[src/hw/rtl/dafe_pkg.sv]
// dafe_pkg: shared widths, region codes, stage payload types and the
// daylight saving rule table for the dst_active_from_epoch block.
// No dependencies.
package dafe_pkg;

   localparam int EPOCH_W     = 32;
   localparam int DAYS_W      = 16;
   localparam int HOUR_W      = 5;
   localparam int MON_W       = 4;
   localparam int MDAY_W      = 5;
   localparam int WDAY_W      = 3;
   localparam int REGION_W    = 4;
   localparam int OFFSET_W    = 5;
   localparam int CSR_INDEX_W = 2;
   localparam int CSR_DATA_W  = 5;
   localparam int REQ_TDATA_W = 32;
   localparam int RSP_TDATA_W = 8;

   localparam logic [CSR_INDEX_W-1:0] CSR_REGION     = 2'd0;
   localparam logic [CSR_INDEX_W-1:0] CSR_UTC_OFFSET = 2'd1;

   localparam logic [REGION_W-1:0] REGION_NONE = 4'd0;
   localparam logic [REGION_W-1:0] REGION_DE   = 4'd1;
   localparam logic [REGION_W-1:0] REGION_US   = 4'd2;
   localparam logic [REGION_W-1:0] REGION_CU   = 4'd3;
   localparam logic [REGION_W-1:0] REGION_MD   = 4'd4;
   localparam logic [REGION_W-1:0] REGION_IL   = 4'd5;
   localparam logic [REGION_W-1:0] REGION_LB   = 4'd6;
   localparam logic [REGION_W-1:0] REGION_EG   = 4'd7;
   localparam logic [REGION_W-1:0] REGION_PS   = 4'd8;
   localparam logic [REGION_W-1:0] REGION_PY   = 4'd9;
   localparam logic [REGION_W-1:0] REGION_CL   = 4'd10;
   localparam logic [REGION_W-1:0] REGION_AU   = 4'd11;
   localparam logic [REGION_W-1:0] REGION_NZ   = 4'd12;

   localparam logic [16:0] SECS_PER_DAY = 17'd86400;

   // day count and hour of day
   typedef struct packed {
      logic [DAYS_W-1:0] days;
      logic [HOUR_W-1:0] hour;
   } day_hour_type;

   // civil date: month from 0, day of month from 1, weekday from Sunday
   typedef struct packed {
      logic [MON_W-1:0]  mon;
      logic [MDAY_W-1:0] mday;
      logic [WDAY_W-1:0] wday;
      logic [HOUR_W-1:0] hour;
   } civil_type;

   typedef struct packed {
      logic [MON_W-1:0]  bm;
      logic [WDAY_W-1:0] bd;
      logic [2:0]        bn;
      logic [HOUR_W-1:0] bh;
      logic [MON_W-1:0]  em;
      logic [WDAY_W-1:0] ed;
      logic [2:0]        en;
      logic [HOUR_W-1:0] eh;
      logic              utc;
      logic              south;
   } rule_type;

   // week number 5 means last; unknown regions give an all-zero rule
   function automatic rule_type rule_of(logic [REGION_W-1:0] region);
      rule_type ru;
      case (region)
         REGION_DE: ru = '{4'd2, 3'd0, 3'd5, 5'd1,  4'd9,  3'd0, 3'd5, 5'd1,  1'b1, 1'b0};
         REGION_US: ru = '{4'd2, 3'd0, 3'd2, 5'd2,  4'd10, 3'd0, 3'd1, 5'd2,  1'b0, 1'b0};
         REGION_CU: ru = '{4'd2, 3'd0, 3'd2, 5'd0,  4'd10, 3'd0, 3'd1, 5'd1,  1'b0, 1'b0};
         REGION_MD: ru = '{4'd2, 3'd0, 3'd5, 5'd2,  4'd9,  3'd0, 3'd5, 5'd3,  1'b0, 1'b0};
         REGION_IL: ru = '{4'd2, 3'd0, 3'd5, 5'd2,  4'd9,  3'd0, 3'd5, 5'd2,  1'b0, 1'b0};
         REGION_LB: ru = '{4'd2, 3'd4, 3'd5, 5'd0,  4'd9,  3'd0, 3'd5, 5'd0,  1'b0, 1'b0};
         REGION_EG: ru = '{4'd3, 3'd5, 3'd5, 5'd0,  4'd9,  3'd4, 3'd5, 5'd24, 1'b0, 1'b0};
         REGION_PS: ru = '{4'd3, 3'd6, 3'd5, 5'd2,  4'd9,  3'd0, 3'd5, 5'd2,  1'b0, 1'b0};
         REGION_PY: ru = '{4'd2, 3'd0, 3'd4, 5'd0,  4'd9,  3'd0, 3'd1, 5'd0,  1'b0, 1'b1};
         REGION_CL: ru = '{4'd3, 3'd6, 3'd1, 5'd24, 4'd8,  3'd6, 3'd1, 5'd24, 1'b1, 1'b1};
         REGION_AU: ru = '{4'd3, 3'd0, 3'd1, 5'd3,  4'd9,  3'd0, 3'd1, 5'd2,  1'b0, 1'b1};
         REGION_NZ: ru = '{4'd3, 3'd0, 3'd1, 5'd2,  4'd8,  3'd0, 3'd5, 5'd2,  1'b1, 1'b1};
         default:   ru = '0;
      endcase
      return ru;
   endfunction

   function automatic logic region_known(logic [REGION_W-1:0] region);
      return (region != REGION_NONE) && (region <= REGION_NZ);
   endfunction

endpackage

[src/hw/rtl/dafe_secs.sv]
// dafe_secs: four-stage front end. Applies the region shift, splits the
// seconds count into day number and hour by reciprocal multiplication.
// Depends on dafe_pkg.
module dafe_secs (
   input  logic                        clock,
   input  logic                        reset,
   input  logic                        in_valid,
   output logic                        in_ready,
   input  logic [31:0]                 in_epoch,
   input  logic [31:0]                 shift,
   output logic                        out_valid,
   input  logic                        out_ready,
   output dafe_pkg::day_hour_type      out_data
);
   import dafe_pkg::*;

   localparam int NSTAGE = 4;
   // floor(2^32 / 675); seconds >> 7 over 675 gives days, at most one low
   localparam logic [22:0] DAY_RECIP  = 23'd6362914;
   // ceil(2^20 / 225); exact for (secs >> 4) < 5400
   localparam logic [12:0] HOUR_RECIP = 13'd4661;

   logic [NSTAGE-1:0] vld_ff, vld_in, rdy;

   logic [31:0]       t1_ff, t1_in;
   logic [31:0]       t2_ff;
   logic [DAYS_W-1:0] est_ff, est_in;
   logic [DAYS_W-1:0] days3_ff, days3_in;
   logic [16:0]       secs_ff, secs_in;
   logic [DAYS_W-1:0] days4_ff;
   logic [HOUR_W-1:0] hour_ff, hour_in;

   logic [47:0] est_prod;
   logic [32:0] day_prod;
   logic [31:0] rem_full;
   logic [17:0] rem;
   logic [25:0] hour_prod;

   always_comb begin
      rdy[NSTAGE-1] = !vld_ff[NSTAGE-1] || out_ready;
      for (int i = NSTAGE - 2; i >= 0; i--) begin
         rdy[i] = !vld_ff[i] || rdy[i+1];
      end
      vld_in = vld_ff;
      if (rdy[0]) begin
         vld_in[0] = in_valid;
      end
      for (int i = 1; i < NSTAGE; i++) begin
         if (rdy[i]) begin
            vld_in[i] = vld_ff[i-1];
         end
      end
   end

   always_comb begin
      t1_in     = in_epoch + shift;
      est_prod  = 48'(t1_ff[31:7]) * 48'(DAY_RECIP);
      est_in    = est_prod[47:32];
      day_prod  = 33'(est_ff) * 33'(SECS_PER_DAY);
      rem_full  = t2_ff - day_prod[31:0];
      rem       = rem_full[17:0];
      if (rem >= 18'(SECS_PER_DAY)) begin
         days3_in = est_ff + 16'd1;
         secs_in  = 17'(rem - 18'(SECS_PER_DAY));
      end else begin
         days3_in = est_ff;
         secs_in  = rem[16:0];
      end
      hour_prod = 26'(secs_ff[16:4]) * 26'(HOUR_RECIP);
      hour_in   = hour_prod[24:20];
   end

   always_ff @(posedge clock) begin
      if (reset) begin
         vld_ff <= '0;
      end else begin
         vld_ff <= vld_in;
      end
      if (rdy[0]) begin
         t1_ff <= t1_in;
      end
      if (rdy[1]) begin
         t2_ff  <= t1_ff;
         est_ff <= est_in;
      end
      if (rdy[2]) begin
         days3_ff <= days3_in;
         secs_ff  <= secs_in;
      end
      if (rdy[3]) begin
         days4_ff <= days3_ff;
         hour_ff  <= hour_in;
      end
   end

   assign in_ready      = rdy[0];
   assign out_valid     = vld_ff[NSTAGE-1];
   assign out_data.days = days4_ff;
   assign out_data.hour = hour_ff;

   a_secs_in_day: assert property (@(posedge clock) disable iff (reset)
      vld_ff[2] |-> (secs_ff < SECS_PER_DAY))
      else $error("seconds of day out of range after correction");

endmodule

[src/hw/rtl/dafe_civil.sv]
// dafe_civil: seven-stage conversion of a day number to month, day of
// month and weekday (Gregorian, March-based years). Depends on dafe_pkg.
module dafe_civil (
   input  logic                        clock,
   input  logic                        reset,
   input  logic                        in_valid,
   output logic                        in_ready,
   input  dafe_pkg::day_hour_type      in_data,
   output logic                        out_valid,
   input  logic                        out_ready,
   output dafe_pkg::civil_type         out_data
);
   import dafe_pkg::*;

   localparam int NSTAGE = 7;
   localparam int DOE_W  = 18;
   localparam int YOE_W  = 9;
   localparam int DOY_W  = 9;
   // day number of 2000-03-01, where the era after the one holding 1970 starts
   localparam logic [DAYS_W-1:0] ERA_SPLIT = 16'd11017;
   localparam logic [DOE_W-1:0]  ERA4_BIAS = 18'd135080;
   localparam logic [17:0] WEEK_RECIP = 18'd149797;  // ceil(2^20 / 7)
   localparam logic [15:0] YEAR_RECIP = 16'd45965;   // ceil(2^24 / 365)
   localparam logic [12:0] MP_RECIP   = 13'd6854;    // ceil(2^20 / 153)

   function automatic logic [DOY_W-1:0] month_start(logic [3:0] mp);
      logic [DOY_W-1:0] s;
      case (mp)
         4'd0:    s = 9'd0;
         4'd1:    s = 9'd31;
         4'd2:    s = 9'd61;
         4'd3:    s = 9'd92;
         4'd4:    s = 9'd122;
         4'd5:    s = 9'd153;
         4'd6:    s = 9'd184;
         4'd7:    s = 9'd214;
         4'd8:    s = 9'd245;
         4'd9:    s = 9'd275;
         4'd10:   s = 9'd306;
         4'd11:   s = 9'd337;
         default: s = 9'd0;
      endcase
      return s;
   endfunction

   logic [NSTAGE-1:0] vld_ff, vld_in, rdy;
   logic [HOUR_W-1:0] hour_ff [NSTAGE];
   logic [WDAY_W-1:0] wday_ff [1:NSTAGE-1];
   logic [DOE_W-1:0]  doe_ff  [1:4];

   // stage 1
   logic [DOE_W-1:0] doe_in;
   logic [16:0]      w_ff, w_in;
   logic [13:0]      q7_ff, q7_in;
   logic [34:0]      q7_prod;
   // stage 2
   logic [WDAY_W-1:0] wday_in;
   logic [16:0]       w7;
   logic [31:0]       a1_prod;
   logic [6:0]        a1_ff, a1_in;
   logic [2:0]        b_ff, b_in;
   logic              cc_ff, cc_in;
   // stage 3
   logic [DOE_W-1:0] num_ff, num_in;
   // stage 4
   logic [33:0]      yoe_prod;
   logic [YOE_W-1:0] yoe_ff, yoe_in;
   // stage 5
   logic [1:0]       yc;
   logic [DOE_W-1:0] ysub, doy_full;
   logic [DOY_W-1:0] doy5_ff, doy_in, doy6_ff;
   // stage 6
   logic [10:0]      mp_x;
   logic [23:0]      mp_prod;
   logic [3:0]       mp_ff, mp_in;
   // stage 7
   logic [DOY_W-1:0]  mday_full;
   logic [MDAY_W-1:0] mday_ff, mday_in;
   logic [MON_W-1:0]  mon_ff, mon_in;

   always_comb begin
      rdy[NSTAGE-1] = !vld_ff[NSTAGE-1] || out_ready;
      for (int i = NSTAGE - 2; i >= 0; i--) begin
         rdy[i] = !vld_ff[i] || rdy[i+1];
      end
      vld_in = vld_ff;
      if (rdy[0]) begin
         vld_in[0] = in_valid;
      end
      for (int i = 1; i < NSTAGE; i++) begin
         if (rdy[i]) begin
            vld_in[i] = vld_ff[i-1];
         end
      end
   end

   always_comb begin
      // day of era
      if (in_data.days < ERA_SPLIT) begin
         doe_in = 18'(in_data.days) + ERA4_BIAS;
      end else begin
         doe_in = 18'(in_data.days - ERA_SPLIT);
      end
      // 1970-01-01 was a Thursday
      w_in    = 17'(in_data.days) + 17'd4;
      q7_prod = 35'(w_in) * 35'(WEEK_RECIP);
      q7_in   = q7_prod[33:20];

      w7      = 17'(q7_ff) * 17'd7;
      wday_in = 3'(w_ff - w7);
      a1_prod = 32'(doe_ff[1][17:2]) * 32'(YEAR_RECIP);
      a1_in   = a1_prod[30:24];
      if (doe_ff[1] >= 18'd146096) begin
         b_in = 3'd4;
      end else if (doe_ff[1] >= 18'd109572) begin
         b_in = 3'd3;
      end else if (doe_ff[1] >= 18'd73048) begin
         b_in = 3'd2;
      end else if (doe_ff[1] >= 18'd36524) begin
         b_in = 3'd1;
      end else begin
         b_in = 3'd0;
      end
      cc_in = (doe_ff[1] == 18'd146096);

      num_in = doe_ff[2] - 18'(a1_ff) + 18'(b_ff) - 18'(cc_ff);

      yoe_prod = 34'(num_ff) * 34'(YEAR_RECIP);
      yoe_in   = yoe_prod[32:24];

      if (yoe_ff >= 9'd300) begin
         yc = 2'd3;
      end else if (yoe_ff >= 9'd200) begin
         yc = 2'd2;
      end else if (yoe_ff >= 9'd100) begin
         yc = 2'd1;
      end else begin
         yc = 2'd0;
      end
      ysub     = 18'(yoe_ff) * 18'd365 + 18'(yoe_ff[8:2]) - 18'(yc);
      doy_full = doe_ff[4] - ysub;
      doy_in   = doy_full[DOY_W-1:0];

      mp_x    = 11'(doy5_ff) * 11'd5 + 11'd2;
      mp_prod = 24'(mp_x) * 24'(MP_RECIP);
      mp_in   = mp_prod[23:20];

      mday_full = doy6_ff - month_start(mp_ff) + 9'd1;
      mday_in   = mday_full[MDAY_W-1:0];
      if (mp_ff < 4'd10) begin
         mon_in = mp_ff + 4'd2;
      end else begin
         mon_in = mp_ff - 4'd10;
      end
   end

   always_ff @(posedge clock) begin
      if (reset) begin
         vld_ff <= '0;
      end else begin
         vld_ff <= vld_in;
      end
      if (rdy[0]) begin
         hour_ff[0] <= in_data.hour;
         doe_ff[1]  <= doe_in;
         w_ff       <= w_in;
         q7_ff      <= q7_in;
      end
      for (int i = 1; i < NSTAGE; i++) begin
         if (rdy[i]) begin
            hour_ff[i] <= hour_ff[i-1];
         end
      end
      if (rdy[1]) begin
         doe_ff[2]  <= doe_ff[1];
         wday_ff[1] <= wday_in;
         a1_ff      <= a1_in;
         b_ff       <= b_in;
         cc_ff      <= cc_in;
      end
      for (int i = 2; i < NSTAGE; i++) begin
         if (rdy[i]) begin
            wday_ff[i] <= wday_ff[i-1];
         end
      end
      if (rdy[2]) begin
         doe_ff[3] <= doe_ff[2];
         num_ff    <= num_in;
      end
      if (rdy[3]) begin
         doe_ff[4] <= doe_ff[3];
         yoe_ff    <= yoe_in;
      end
      if (rdy[4]) begin
         doy5_ff <= doy_in;
      end
      if (rdy[5]) begin
         doy6_ff <= doy5_ff;
         mp_ff   <= mp_in;
      end
      if (rdy[6]) begin
         mday_ff <= mday_in;
         mon_ff  <= mon_in;
      end
   end

   assign in_ready      = rdy[0];
   assign out_valid     = vld_ff[NSTAGE-1];
   assign out_data.mon  = mon_ff;
   assign out_data.mday = mday_ff;
   assign out_data.wday = wday_ff[NSTAGE-1];
   assign out_data.hour = hour_ff[NSTAGE-1];

   a_civil_range: assert property (@(posedge clock) disable iff (reset)
      vld_ff[NSTAGE-1] |-> (mon_ff <= 4'd11) && (mday_ff != 5'd0))
      else $error("civil date out of range");

endmodule

[src/hw/rtl/dafe_rule.sv]
// dafe_rule: two-stage rule evaluation. Finds the transition day for the
// current month and decides daylight saving. Depends on dafe_pkg.
module dafe_rule (
   input  logic                            clock,
   input  logic                            reset,
   input  logic [dafe_pkg::REGION_W-1:0]   region,
   input  logic                            in_valid,
   output logic                            in_ready,
   input  dafe_pkg::civil_type             in_data,
   output logic                            out_valid,
   input  logic                            out_ready,
   output logic                            out_dst
);
   import dafe_pkg::*;

   localparam int NSTAGE = 2;

   localparam logic [1:0] SPAN_OFF   = 2'd0;
   localparam logic [1:0] SPAN_BEGIN = 2'd1;
   localparam logic [1:0] SPAN_END   = 2'd2;
   localparam logic [1:0] SPAN_ON    = 2'd3;

   // February is never a transition month in the table, so its length
   // is left at 28
   function automatic logic [5:0] month_len(logic [MON_W-1:0] mon);
      logic [5:0] n;
      case (mon)
         4'd1:                      n = 6'd28;
         4'd3, 4'd5, 4'd8, 4'd10:   n = 6'd30;
         default:                   n = 6'd31;
      endcase
      return n;
   endfunction

   logic [NSTAGE-1:0] vld_ff, vld_in, rdy;
   rule_type          ru;

   // stage 1
   logic [MDAY_W-1:0] mday_m1;
   logic [2:0]        mrem;
   logic [3:0]        fsum;
   logic [WDAY_W-1:0] first_ff, first_in;
   logic [5:0]        dim_ff;
   logic [MON_W-1:0]  mon_ff;
   logic [MDAY_W-1:0] mday_ff;
   logic [HOUR_W-1:0] hour_ff;

   // stage 2
   logic              is_begin, is_end;
   logic [1:0]        span_ff, span_in;
   logic [WDAY_W-1:0] wd;
   logic [2:0]        wk;
   logic [3:0]        diff;
   logic [5:0]        d, td_ff, td_in;
   logic [5:0]        md_ff, md_in;
   logic [HOUR_W-1:0] hr_ff, hr_in;
   logic              bump;
   logic              dst;

   assign ru = rule_of(region);

   always_comb begin
      rdy[NSTAGE-1] = !vld_ff[NSTAGE-1] || out_ready;
      for (int i = NSTAGE - 2; i >= 0; i--) begin
         rdy[i] = !vld_ff[i] || rdy[i+1];
      end
      vld_in = vld_ff;
      if (rdy[0]) begin
         vld_in[0] = in_valid;
      end
      for (int i = 1; i < NSTAGE; i++) begin
         if (rdy[i]) begin
            vld_in[i] = vld_ff[i-1];
         end
      end
   end

   always_comb begin
      // weekday of the first of the month
      mday_m1 = in_data.mday - 5'd1;
      if (mday_m1 >= 5'd28) begin
         mrem = 3'(mday_m1 - 5'd28);
      end else if (mday_m1 >= 5'd21) begin
         mrem = 3'(mday_m1 - 5'd21);
      end else if (mday_m1 >= 5'd14) begin
         mrem = 3'(mday_m1 - 5'd14);
      end else if (mday_m1 >= 5'd7) begin
         mrem = 3'(mday_m1 - 5'd7);
      end else begin
         mrem = 3'(mday_m1);
      end
      fsum = 4'(in_data.wday) + 4'd7 - 4'(mrem);
      if (fsum >= 4'd7) begin
         first_in = 3'(fsum - 4'd7);
      end else begin
         first_in = 3'(fsum);
      end

      // which part of the season this month is
      is_begin = (mon_ff == ru.bm);
      is_end   = !is_begin && (mon_ff == ru.em);
      if (mon_ff < ru.bm || mon_ff > ru.em) begin
         span_in = SPAN_OFF;
      end else if (is_begin) begin
         span_in = SPAN_BEGIN;
      end else if (is_end) begin
         span_in = SPAN_END;
      end else begin
         span_in = SPAN_ON;
      end

      // n-th given weekday, falling back a week past month end
      wd = is_begin ? ru.bd : ru.ed;
      wk = is_begin ? ru.bn : ru.en;
      if (wd >= first_ff) begin
         diff = 4'(wd) - 4'(first_ff);
      end else begin
         diff = 4'(wd) + 4'd7 - 4'(first_ff);
      end
      d = 6'(wk - 3'd1) * 6'd7 + 6'd1 + 6'(diff);
      if (d > dim_ff) begin
         d = d - 6'd7;
      end
      td_in = d;
      if (is_begin && region == REGION_IL) begin
         td_in = d - 6'd2;
      end else if (is_end && region == REGION_PS) begin
         td_in = d - 6'd1;
      end

      md_in = 6'(mday_ff);
      hr_in = hour_ff;
      // Chile end: midnight counts as the last hour of the day before
      if (is_end && region == REGION_CL && hour_ff == 5'd0) begin
         md_in = md_in - 6'd1;
         hr_in = 5'd23;
      end
      bump = !ru.utc && ((is_begin && ru.south) || (is_end && !ru.south));
      if (bump) begin
         if (hr_in == 5'd23) begin
            hr_in = 5'd0;
            md_in = md_in + 6'd1;
         end else begin
            hr_in = hr_in + 5'd1;
         end
      end

      case (span_ff)
         SPAN_OFF:   dst = 1'b0;
         SPAN_BEGIN: dst = (md_ff < td_ff) ? 1'b0 :
                           (md_ff == td_ff) ? (hr_ff >= ru.bh) : 1'b1;
         SPAN_END:   dst = (md_ff < td_ff) ? 1'b1 :
                           (md_ff == td_ff) ? (hr_ff < ru.eh) : 1'b0;
         SPAN_ON:    dst = 1'b1;
         default:    dst = 1'b0;
      endcase
   end

   always_ff @(posedge clock) begin
      if (reset) begin
         vld_ff <= '0;
      end else begin
         vld_ff <= vld_in;
      end
      if (rdy[0]) begin
         first_ff <= first_in;
         dim_ff   <= month_len(in_data.mon);
         mon_ff   <= in_data.mon;
         mday_ff  <= in_data.mday;
         hour_ff  <= in_data.hour;
      end
      if (rdy[1]) begin
         span_ff <= span_in;
         td_ff   <= td_in;
         md_ff   <= md_in;
         hr_ff   <= hr_in;
      end
   end

   assign in_ready  = rdy[0];
   assign out_valid = vld_ff[NSTAGE-1];
   // southern rules: the span between the months is standard time
   assign out_dst   = region_known(region) && (dst != ru.south);

endmodule

[src/hw/rtl/dst_active_from_epoch.sv]
// dst_active_from_epoch: daylight saving check on a Unix seconds count.
// Built as the 13-stage compute pipeline plus the output register; one
// request accepted per cycle unless rsp_tready backs up the result slot.
// Bubbles are squeezed out stage by stage under backpressure.
// Synchronous active-high reset empties the pipeline and clears region and
// utc_offset_hours to 0. Depends on dafe_pkg, dafe_secs, dafe_civil, dafe_rule.
module dst_active_from_epoch (
   input  logic                                clock,
   input  logic                                reset,
   // request channel
   input  logic                                req_tvalid,
   output logic                                req_tready,
   input  logic [dafe_pkg::REQ_TDATA_W-1:0]    req_tdata,   // [31:0] epoch_seconds
   // result channel
   output logic                                rsp_tvalid,
   input  logic                                rsp_tready,
   output logic [dafe_pkg::RSP_TDATA_W-1:0]    rsp_tdata,   // [0] dst_active, [7:1] zero
   // register write channel
   input  logic                                csr_valid,
   output logic                                csr_ready,
   input  logic [dafe_pkg::CSR_INDEX_W-1:0]    csr_index,
   input  logic [dafe_pkg::CSR_DATA_W-1:0]     csr_data
);
   import dafe_pkg::*;

   // 2^32 - 3 h and +12 h as wrapping offsets
   localparam logic [31:0] CL_SHIFT = 32'hFFFF_D5D0;
   localparam logic [31:0] NZ_SHIFT = 32'd43200;
   localparam logic [31:0] SECS_PER_HOUR = 32'd3600;

   // configuration registers
   logic [REGION_W-1:0] region_ff, region_in;
   logic [OFFSET_W-1:0] offset_ff, offset_in;

   always_comb begin
      region_in = region_ff;
      offset_in = offset_ff;
      if (csr_valid && csr_ready) begin
         case (csr_index)
            CSR_REGION:     region_in = csr_data[REGION_W-1:0];
            CSR_UTC_OFFSET: offset_in = csr_data[OFFSET_W-1:0];
            default:        ;
         endcase
      end
   end

   always_ff @(posedge clock) begin
      if (reset) begin
         region_ff <= REGION_NONE;
         offset_ff <= '0;
      end else begin
         region_ff <= region_in;
         offset_ff <= offset_in;
      end
   end

   assign csr_ready = 1'b1;

   // Seconds shift ahead of the civil conversion: fixed region shift plus the
   // standard offset for rules counted in local time. It is plain logic, as the user
   // must keep config static while requests are in flight (the block does not check).
   rule_type    cfg_rule;
   logic [31:0] offset_ext, offset_secs, region_shift, shift;

   assign cfg_rule    = rule_of(region_ff);
   assign offset_ext  = {{(32-OFFSET_W){offset_ff[OFFSET_W-1]}}, offset_ff};
   assign offset_secs = offset_ext * SECS_PER_HOUR;

   always_comb begin
      case (region_ff)
         REGION_CL: region_shift = CL_SHIFT;
         REGION_NZ: region_shift = NZ_SHIFT;
         default:   region_shift = '0;
      endcase
      shift = cfg_rule.utc ? region_shift : region_shift + offset_secs;
   end

   // pipeline
   logic         secs_valid, secs_ready;
   day_hour_type secs_data;
   logic         civil_valid, civil_ready;
   civil_type    civil_data;
   logic         rule_valid, rule_ready, rule_dst;

   dafe_secs u_secs (
      .clock     (clock),
      .reset     (reset),
      .in_valid  (req_tvalid),
      .in_ready  (req_tready),
      .in_epoch  (req_tdata[EPOCH_W-1:0]),
      .shift     (shift),
      .out_valid (secs_valid),
      .out_ready (secs_ready),
      .out_data  (secs_data)
   );

   dafe_civil u_civil (
      .clock     (clock),
      .reset     (reset),
      .in_valid  (secs_valid),
      .in_ready  (secs_ready),
      .in_data   (secs_data),
      .out_valid (civil_valid),
      .out_ready (civil_ready),
      .out_data  (civil_data)
   );

   dafe_rule u_rule (
      .clock     (clock),
      .reset     (reset),
      .region    (region_ff),
      .in_valid  (civil_valid),
      .in_ready  (civil_ready),
      .in_data   (civil_data),
      .out_valid (rule_valid),
      .out_ready (rule_ready),
      .out_dst   (rule_dst)
   );

   // output register; takes a new result whenever the slot is free or
   // being drained this cycle
   logic rsp_tvalid_ff, rsp_tvalid_in;
   logic rsp_dst_ff;

   assign rule_ready = !rsp_tvalid_ff || rsp_tready;

   always_comb begin
      rsp_tvalid_in = rsp_tvalid_ff;
      if (rule_ready) begin
         rsp_tvalid_in = rule_valid;
      end
   end

   always_ff @(posedge clock) begin
      if (reset) begin
         rsp_tvalid_ff <= 1'b0;
      end else begin
         rsp_tvalid_ff <= rsp_tvalid_in;
      end
      if (rule_ready) begin
         rsp_dst_ff <= rule_dst;
      end
   end

   assign rsp_tvalid = rsp_tvalid_ff;
   assign rsp_tdata  = {{(RSP_TDATA_W-1){1'b0}}, rsp_dst_ff};

   a_reset_empty: assert property (@(posedge clock)
      reset |=> !rsp_tvalid_ff)
      else $error("result valid straight after reset");

   // the request side can only back up when the result slot is stalled
   a_stall_origin: assert property (@(posedge clock) disable iff (reset)
      !req_tready |-> (rsp_tvalid_ff && !rsp_tready))
      else $error("request channel stalled with result slot free");

endmodule
[config.mk]
export PLATFORM = sky130hd
export DESIGN_NAME = dst_active_from_epoch
export DESIGN_NICKNAME = d
export VERILOG_FILES = /design/src/hw/rtl/dafe_pkg.sv /design/src/hw/rtl/dafe_secs.sv /design/src/hw/rtl/dafe_civil.sv /design/src/hw/rtl/dafe_rule.sv /design/src/hw/rtl/dst_active_from_epoch.sv
export SDC_FILE = /design/constraint.sdc
export NUM_CORES = 2
export LEC_CHECK = 0
export BUFFER_PORTS_ARGS = -buffer_cell sky130_fd_sc_hd__buf_2
export CORE_MARGIN = 8
export CORE_UTILIZATION = 60
export CTS_CLUSTER_DIAMETER = 120
export CTS_CLUSTER_SIZE = 8
export DETAILED_ROUTE_END_ITERATION = 10
export PLACE_DENSITY = 0.79
export SLEW_MARGIN = 20
export SYNTH_ARGS = -nofsm -noshare
export SYNTH_HDL_FRONTEND = slang
export SYNTH_SLANG_ARGS = --single-unit
[constraint.sdc]
create_clock -name clock -period 8.4 [get_ports clock]
set_input_delay 1.68 -clock clock [delete_from_list [all_inputs] [get_ports clock]]
set_output_delay 1.68 -clock clock [all_outputs]
set_load 0.02 [all_outputs]
# Yosys cells after proc, flatten, opt, wreduce, memory -nomap -nowiden
# Memories as Yosys holds them, arrays and structs flattened. A register that Yosys moved wholly into a read port is not among the register bits.
# Index checks and enable logic that the tools add are counted.
# totals
ff_bits	263
latch_bits	0
ram_bits	125
romBits	944
output_inout_bits	11
word_cells	252
memories	6
# mem_list
name	words	width	rd	rd_clocked_by_memory_dff	wr	line_no	rtl
(name not given)	16	25	1	1	0	dafe_pkg.sv:68	case (region)
(name not given)	16	25	1	1	0	dafe_pkg.sv:68	
(name not given)	16	9	1	1	0	dafe_civil.sv:28	case (mp)
u_civil.doe_ff	4	18	4	0	4	dafe_civil.sv:49	logic [DOE_W-1:0] doe_ff [1:4];
u_civil.hour_ff	7	5	7	1	7	dafe_civil.sv:47	logic [HOUR_W-1:0] hour_ff [NSTAGE];
u_civil.wday_ff	6	3	6	0	6	dafe_civil.sv:48	logic [WDAY_W-1:0] wday_ff [1:NSTAGE-1];
# op_classes
add_sub_neg	40
mul	12
div	0
n_lt_le_gt_ge	23
eq_ne	19
shifts	0
n_mux	56
n_bitwise	0
n_reduce_logical	51
# ops
op	n
$add A32 B32 Y32	2
$pmux W32 S2	1
$ge A18 B17 Y1 const B	3
$mul A25 B22 Y47 const B	1
$mux W6	6
$mul A17 B18 Y34 const B	1
$mul A18 B16 Y33 const B	1
$mul A32 B8 Y28 const B	1
$mux W32	1
$mul A16 B16 Y31 const B	1
$mux W4	7
$mux W3	9
$mul A13 B13 Y25 const B	1
$mul A11 B12 Y23 const B	1
$mux W1	22
$eq A4 B4 Y1 const B	5
$add A16 B18 Y18 const B	1
$add A18 B3 Y18	1
$eq A18 B18 Y1 const B	1
$ge A18 B16 Y1 const B	1
$ge A18 B18 Y1 const B	1
$mux W18	1
$sub A18 B1 Y18	1
$sub A18 B18 Y18	1
72 further kinds	130

# Logic depth before layout (Yosys ltp)
# logic_depth
depth_word	15
mapped_depth	34
ltp_nobuf	34

# By module
# A second synthesis with hierarchy kept.
# unflattened
hier_cells	4530
area_unflattened_um2	48178.7
# by_module_without_submodules
module	instances	cells_per_inst	area_each_um2	seq_area_each_um2
dafe_civil	1	2227	24736.2	5585.4
dafe_secs	1	1448	16219.3	3323.2
dafe_rule	1	451	4169.0	1181.1
dst_active_from_epoch	1	404	3054.2	250.2

# Worst setup path before layout
# Ideal clock, no wire load.
# synth_path
kind	register to register
from	reg offset_ff[4]
to	reg u_secs.t1_ff[30], data pin
setup_ns	0.180
arrival_time_ns	7.662
required_ns	8.220
path_slack_ns	0.558
path_stages_with_launch	34
path_buffers	1
cell_sequence	dfxtp_1 > clkbuf_1 > inv_1 > fa_1 > inv_1 > ha_1 > fa_1 > ha_1 > ha_1 > nor2b_1 > o21ai_1 > a21boi_1 > o21ai_1 > a21boi_1 > o21ai_0 > ha_1 > inv_1 > ha_1 > and3_1 > nand2_1 > or4_1 > a21boi_1 > o221ai_1 > a21boi_1 > nor3_1 > o31ai_1 > ha_1 > and3_1 > nand3_1 > nand2_1 > a41o_1 > o41ai_2 > or4b_1 > o311ai_1
# synth_via
elab_chain_len	4
# synth_lines
item	line_no	rtl
from (decl)	dst_active_from_epoch.sv:33	logic [OFFSET_W-1:0] offset_ff, offset_in;
from (signal assigned)	dst_active_from_epoch.sv:53	offset_ff <= offset_in;
$mul A32 B8 Y28	dst_active_from_epoch.sv:67	assign offset_secs = offset_ext * SECS_PER_HOUR;
$add A32 B32 Y32	dst_active_from_epoch.sv:75	shift = cfg_rule.utc ? region_shift : region_shift + offset_secs;
$mux W32	dst_active_from_epoch.sv:75	
$add A32 B32 Y32	dafe_secs.sv:56	t1_in = in_epoch + shift;
net u_secs.t1_in[30]	dafe_secs.sv:25	logic [31:0] t1_ff, t1_in;
to (signal assigned)	dafe_secs.sv:80	t1_ff <= t1_in;
to (decl)	dafe_secs.sv:25	
# The timed path passes the listed nets, and every way through them passes these cells.
# A chain may end at the register's enable or synchronous reset.

# Final worst setup path
# layout_path
from	reg offset_ff[2]
to	reg u_secs.t1_ff[30], data pin
# Same word-level chain as after synthesis.

==> impl_metrics.json <==
{
  "grt_max_degree": 38,
  "track_usage_pct": 21.7,
  "status": "complete, no violations",
  "dr.pass1.iters": 5,
  "io_pins": 55,
  "syn_to_final_growth_pct": 6.47,
  "critical-path-top-delay-family": "adder cells",
  "cpMostUsedCell": "ha_1",
  "synth_ff_type": "edfxtp_1",
  "avgSynthCellArea_um2": 10.7,
  "hp-start": "u_secs.t2_ff[5]$_DFFE_PP_",
  "worst-path-max-fanout": 6,
  "hold_class": "flip-flop to flip-flop",
  "ant_nets": 0,
  "grt_pass1_wl_mm": 157,
  "ys_seq_area_share_pct": 22.7,
  "postCtsSetupBuffers": 0,
  "hpwl_mm": 75.3,
  "critPathSlowestCell": "fa_1",
  "clkSinkCount": 370,
  "cts-buffers-inserted": 52,
  "crit_path_start_kind": "flip-flop",
  "overflow": 0,
  "drc": 0,
  "die_width_um": 296,
  "hold_viol": 0,
  "drive_above_1_share_pct": 3.46,
  "clk_pin_slew_ps": 50,
  "setup_viol": 0,
  "synthCells": 4368,
  "reg2reg_depth": 33,
  "worstHoldEndpoint": "u_secs.secs_ff[5]$_DFFE_PP_",
  "ys_seq_elements": 370,
  "cts_hold_buffers": 0,
  "htree_levels": 2,
  "yosysTopAreaCellShare_pct": 29.1,
  "initial_core_util_pct": 60.6,
  "clock_latency_ps": 600,
  "holdPathStages": 0,
  "period_minus_slack_ps": 7850,
  "wire_per_inst_um": 16.6,
  "reg2reg_slack_ps": 550,
  "num_rows": 102,
  "drt_iter0_markers": 1457,
  "ctsResizeCount": 0,
  "slowest_delay_ps": 520,
  "core_area_um2": 77500,
  "grt_pass1_vias": 32700,
  "die_area_um2": 87400,
  "worstReg2RegEnd": "u_secs.t1_ff[30]$_DFFE_PP_",
  "tightest_slew_ps": 1090,
  "worst_slew_margin_rel_pct": 27.2,
  "crit_path_end_kind": "flip-flop",
  "port_buffers": 42,
  "synth_area_leaders": "ha_1 (29%), fa_1 (21%), edfxtp_1 (21%)",
  "regToRegStartpoint": "offset_ff[2]$_SDFFE_PP0P_",
  "post_dp_cell_area_um2": 48400,
  "n_fill_cell": 5855,
  "vias": 30400,
  "via_per_inst": 5.50,
  "drt-total-wl_mm": 91.7,
  "yosysUniqueCellTypes": 84,
  "root_buffer": "clkbuf_16",
  "cts.path.max_buffers": 3,
  "synth_top_cell_by_area": "ha_1",
  "min_period_over_period_pct": 93.4,
  "max_freq_mhz": 127,
  "ys_async_sr_fraction_pct": 0,
  "critical_path_class": "flip-flop to flip-flop",
  "antenna_found_initial": 3,
  "final_cell_mix": "ha_1 (1,093), inv_1 (930), fa_1 (488), edfxtp_1 (325), a21oi_1 (192)",
  "synth_edf_count": 325,
  "die_h_um": 296,
  "cts_tree": "yes",
  "final_common_cell": "ha_1",
  "synthesis.area_um2": 46900,
  "slew_violations": 0,
  "place.gp.congestion": 0.883,
  "clock_skew_ps": 32.1,
  "yosys_warnings": 0,
  "num-nets-final": 6068,
  "path_buf_inv": 4,
  "stdcell_area_um2": 50000,
  "cap_violations": 0,
  "critPathArrivalTime_ps": 8270,
  "worstPathRequired_ps": 8820
}
==> logic make-up after synthesis <==
group | Yosys count | synth area share [%]
fa+ha+maj | 1581 | 49.9
buf+inv | 974 | 7.87
compound gates | 581 | 7.80
simple gates | 558 | 5.88
flops | 370 | 22.7
xor+xnor | 268 | 5.02
mux | 34 | 0.762
other cells | 2 | 0.0160
==> per-layer routing <==
metal | part of all wire, % | wire, µm | track usage (%) | vias to the layer above
met1 | 43 | 39800 | 27.4 | 15000
met5 | 0 | 0 | 0 | -
met4 | 2.4 | 2180 | 5.42 | 0
met3 | 3.7 | 3350 | 2.73 | 169
met2 | 51 | 46400 | 39.3 | 557
li1 | - | - | - | 14700
==> synthesized netlist by cell type, drive strengths merged (35+ instances only) <==
master	count
fa	488
nand3	46
nand2	127
a21oi	192
a21o	66
dfxtp	45
inv	932
nor2b	35
o21ai	130
nor2	154
ha	1093
nor3	42
xor2	95
edfxtp	325
xnor2	173
==> cell type report <==
cell class | count | area, µm² | share of cell area [%]
inverters | 933 | 3500 | 7.01
clock buffers | 93 | 1470 | 2.93
well taps | 1040 | 1300 | 2.60
repair buffers | 56 | 315 | 0.631
diodes | 2 | 5.00 | 0.0100
flip-flops and latches | 370 | 10700 | 21.3
clock inverters | 4 | 96.3 | 0.193
multi-input cells | 3030 | 32600 | 65.3
==> worst max-delay path by stage <==
stage	slack, ps	start	endpoint	depth (start not counted)
final	550	offset_ff[2]$_SDFFE_PP0P_	u_secs.t1_ff[30]$_DFFE_PP_	33
after global routing	-0.05	offset_ff[2]$_SDFFE_PP0P_	u_secs.t1_ff[30]$_DFFE_PP_	33
after CTS	340	offset_ff[1]$_SDFFE_PP0P_	u_secs.t1_ff[30]$_DFFE_PP_	33
after detailed placement	370	offset_ff[1]$_SDFFE_PP0P_	u_secs.t1_ff[30]$_DFFE_PP_	33
after global placement	540	offset_ff[1]$_SDFFE_PP0P_	u_secs.t1_ff[30]$_DFFE_PP_	33
after floorplan	560	offset_ff[4]$_SDFFE_PP0P_	u_secs.t1_ff[30]$_DFFE_PP_	33
==> registers in the layout, indices dropped and copies added, names as in the netlist, 7 cells and up, named ones only <==
name             flops
u_secs.t2_ff        14
u_civil.hour_ff     35
u_civil.doy5_ff      9
u_secs.est_ff       16
u_civil.num_ff      18
u_secs.t1_ff        28
u_civil.a1_ff        7
u_secs.days4_ff     16
u_civil.doe_ff      54
u_secs.days3_ff     16
u_civil.yoe_ff       9
u_civil.vld_ff       7
u_rule.ru           17
u_civil.wday_ff     18
u_secs.secs_ff      13
==> metrics by stage <==
step	cells	worst slack (ps)	setup TNS, ps	utilization, %	hold slack, ps
after floorplan	4374	558	0	-	400
after global placement	5429	540	0	62.5	401
after detailed placement	5429	369	0	62.5	405
after CTS	5526	342	0	64.5	416
after global routing	5526	-0.0462	-0.0462	64.5	421
final	5528	551	0	64.5	415
Power is not shown: default switching activity piles up to over one toggle a cycle in this logic, so the estimate is an artifact.
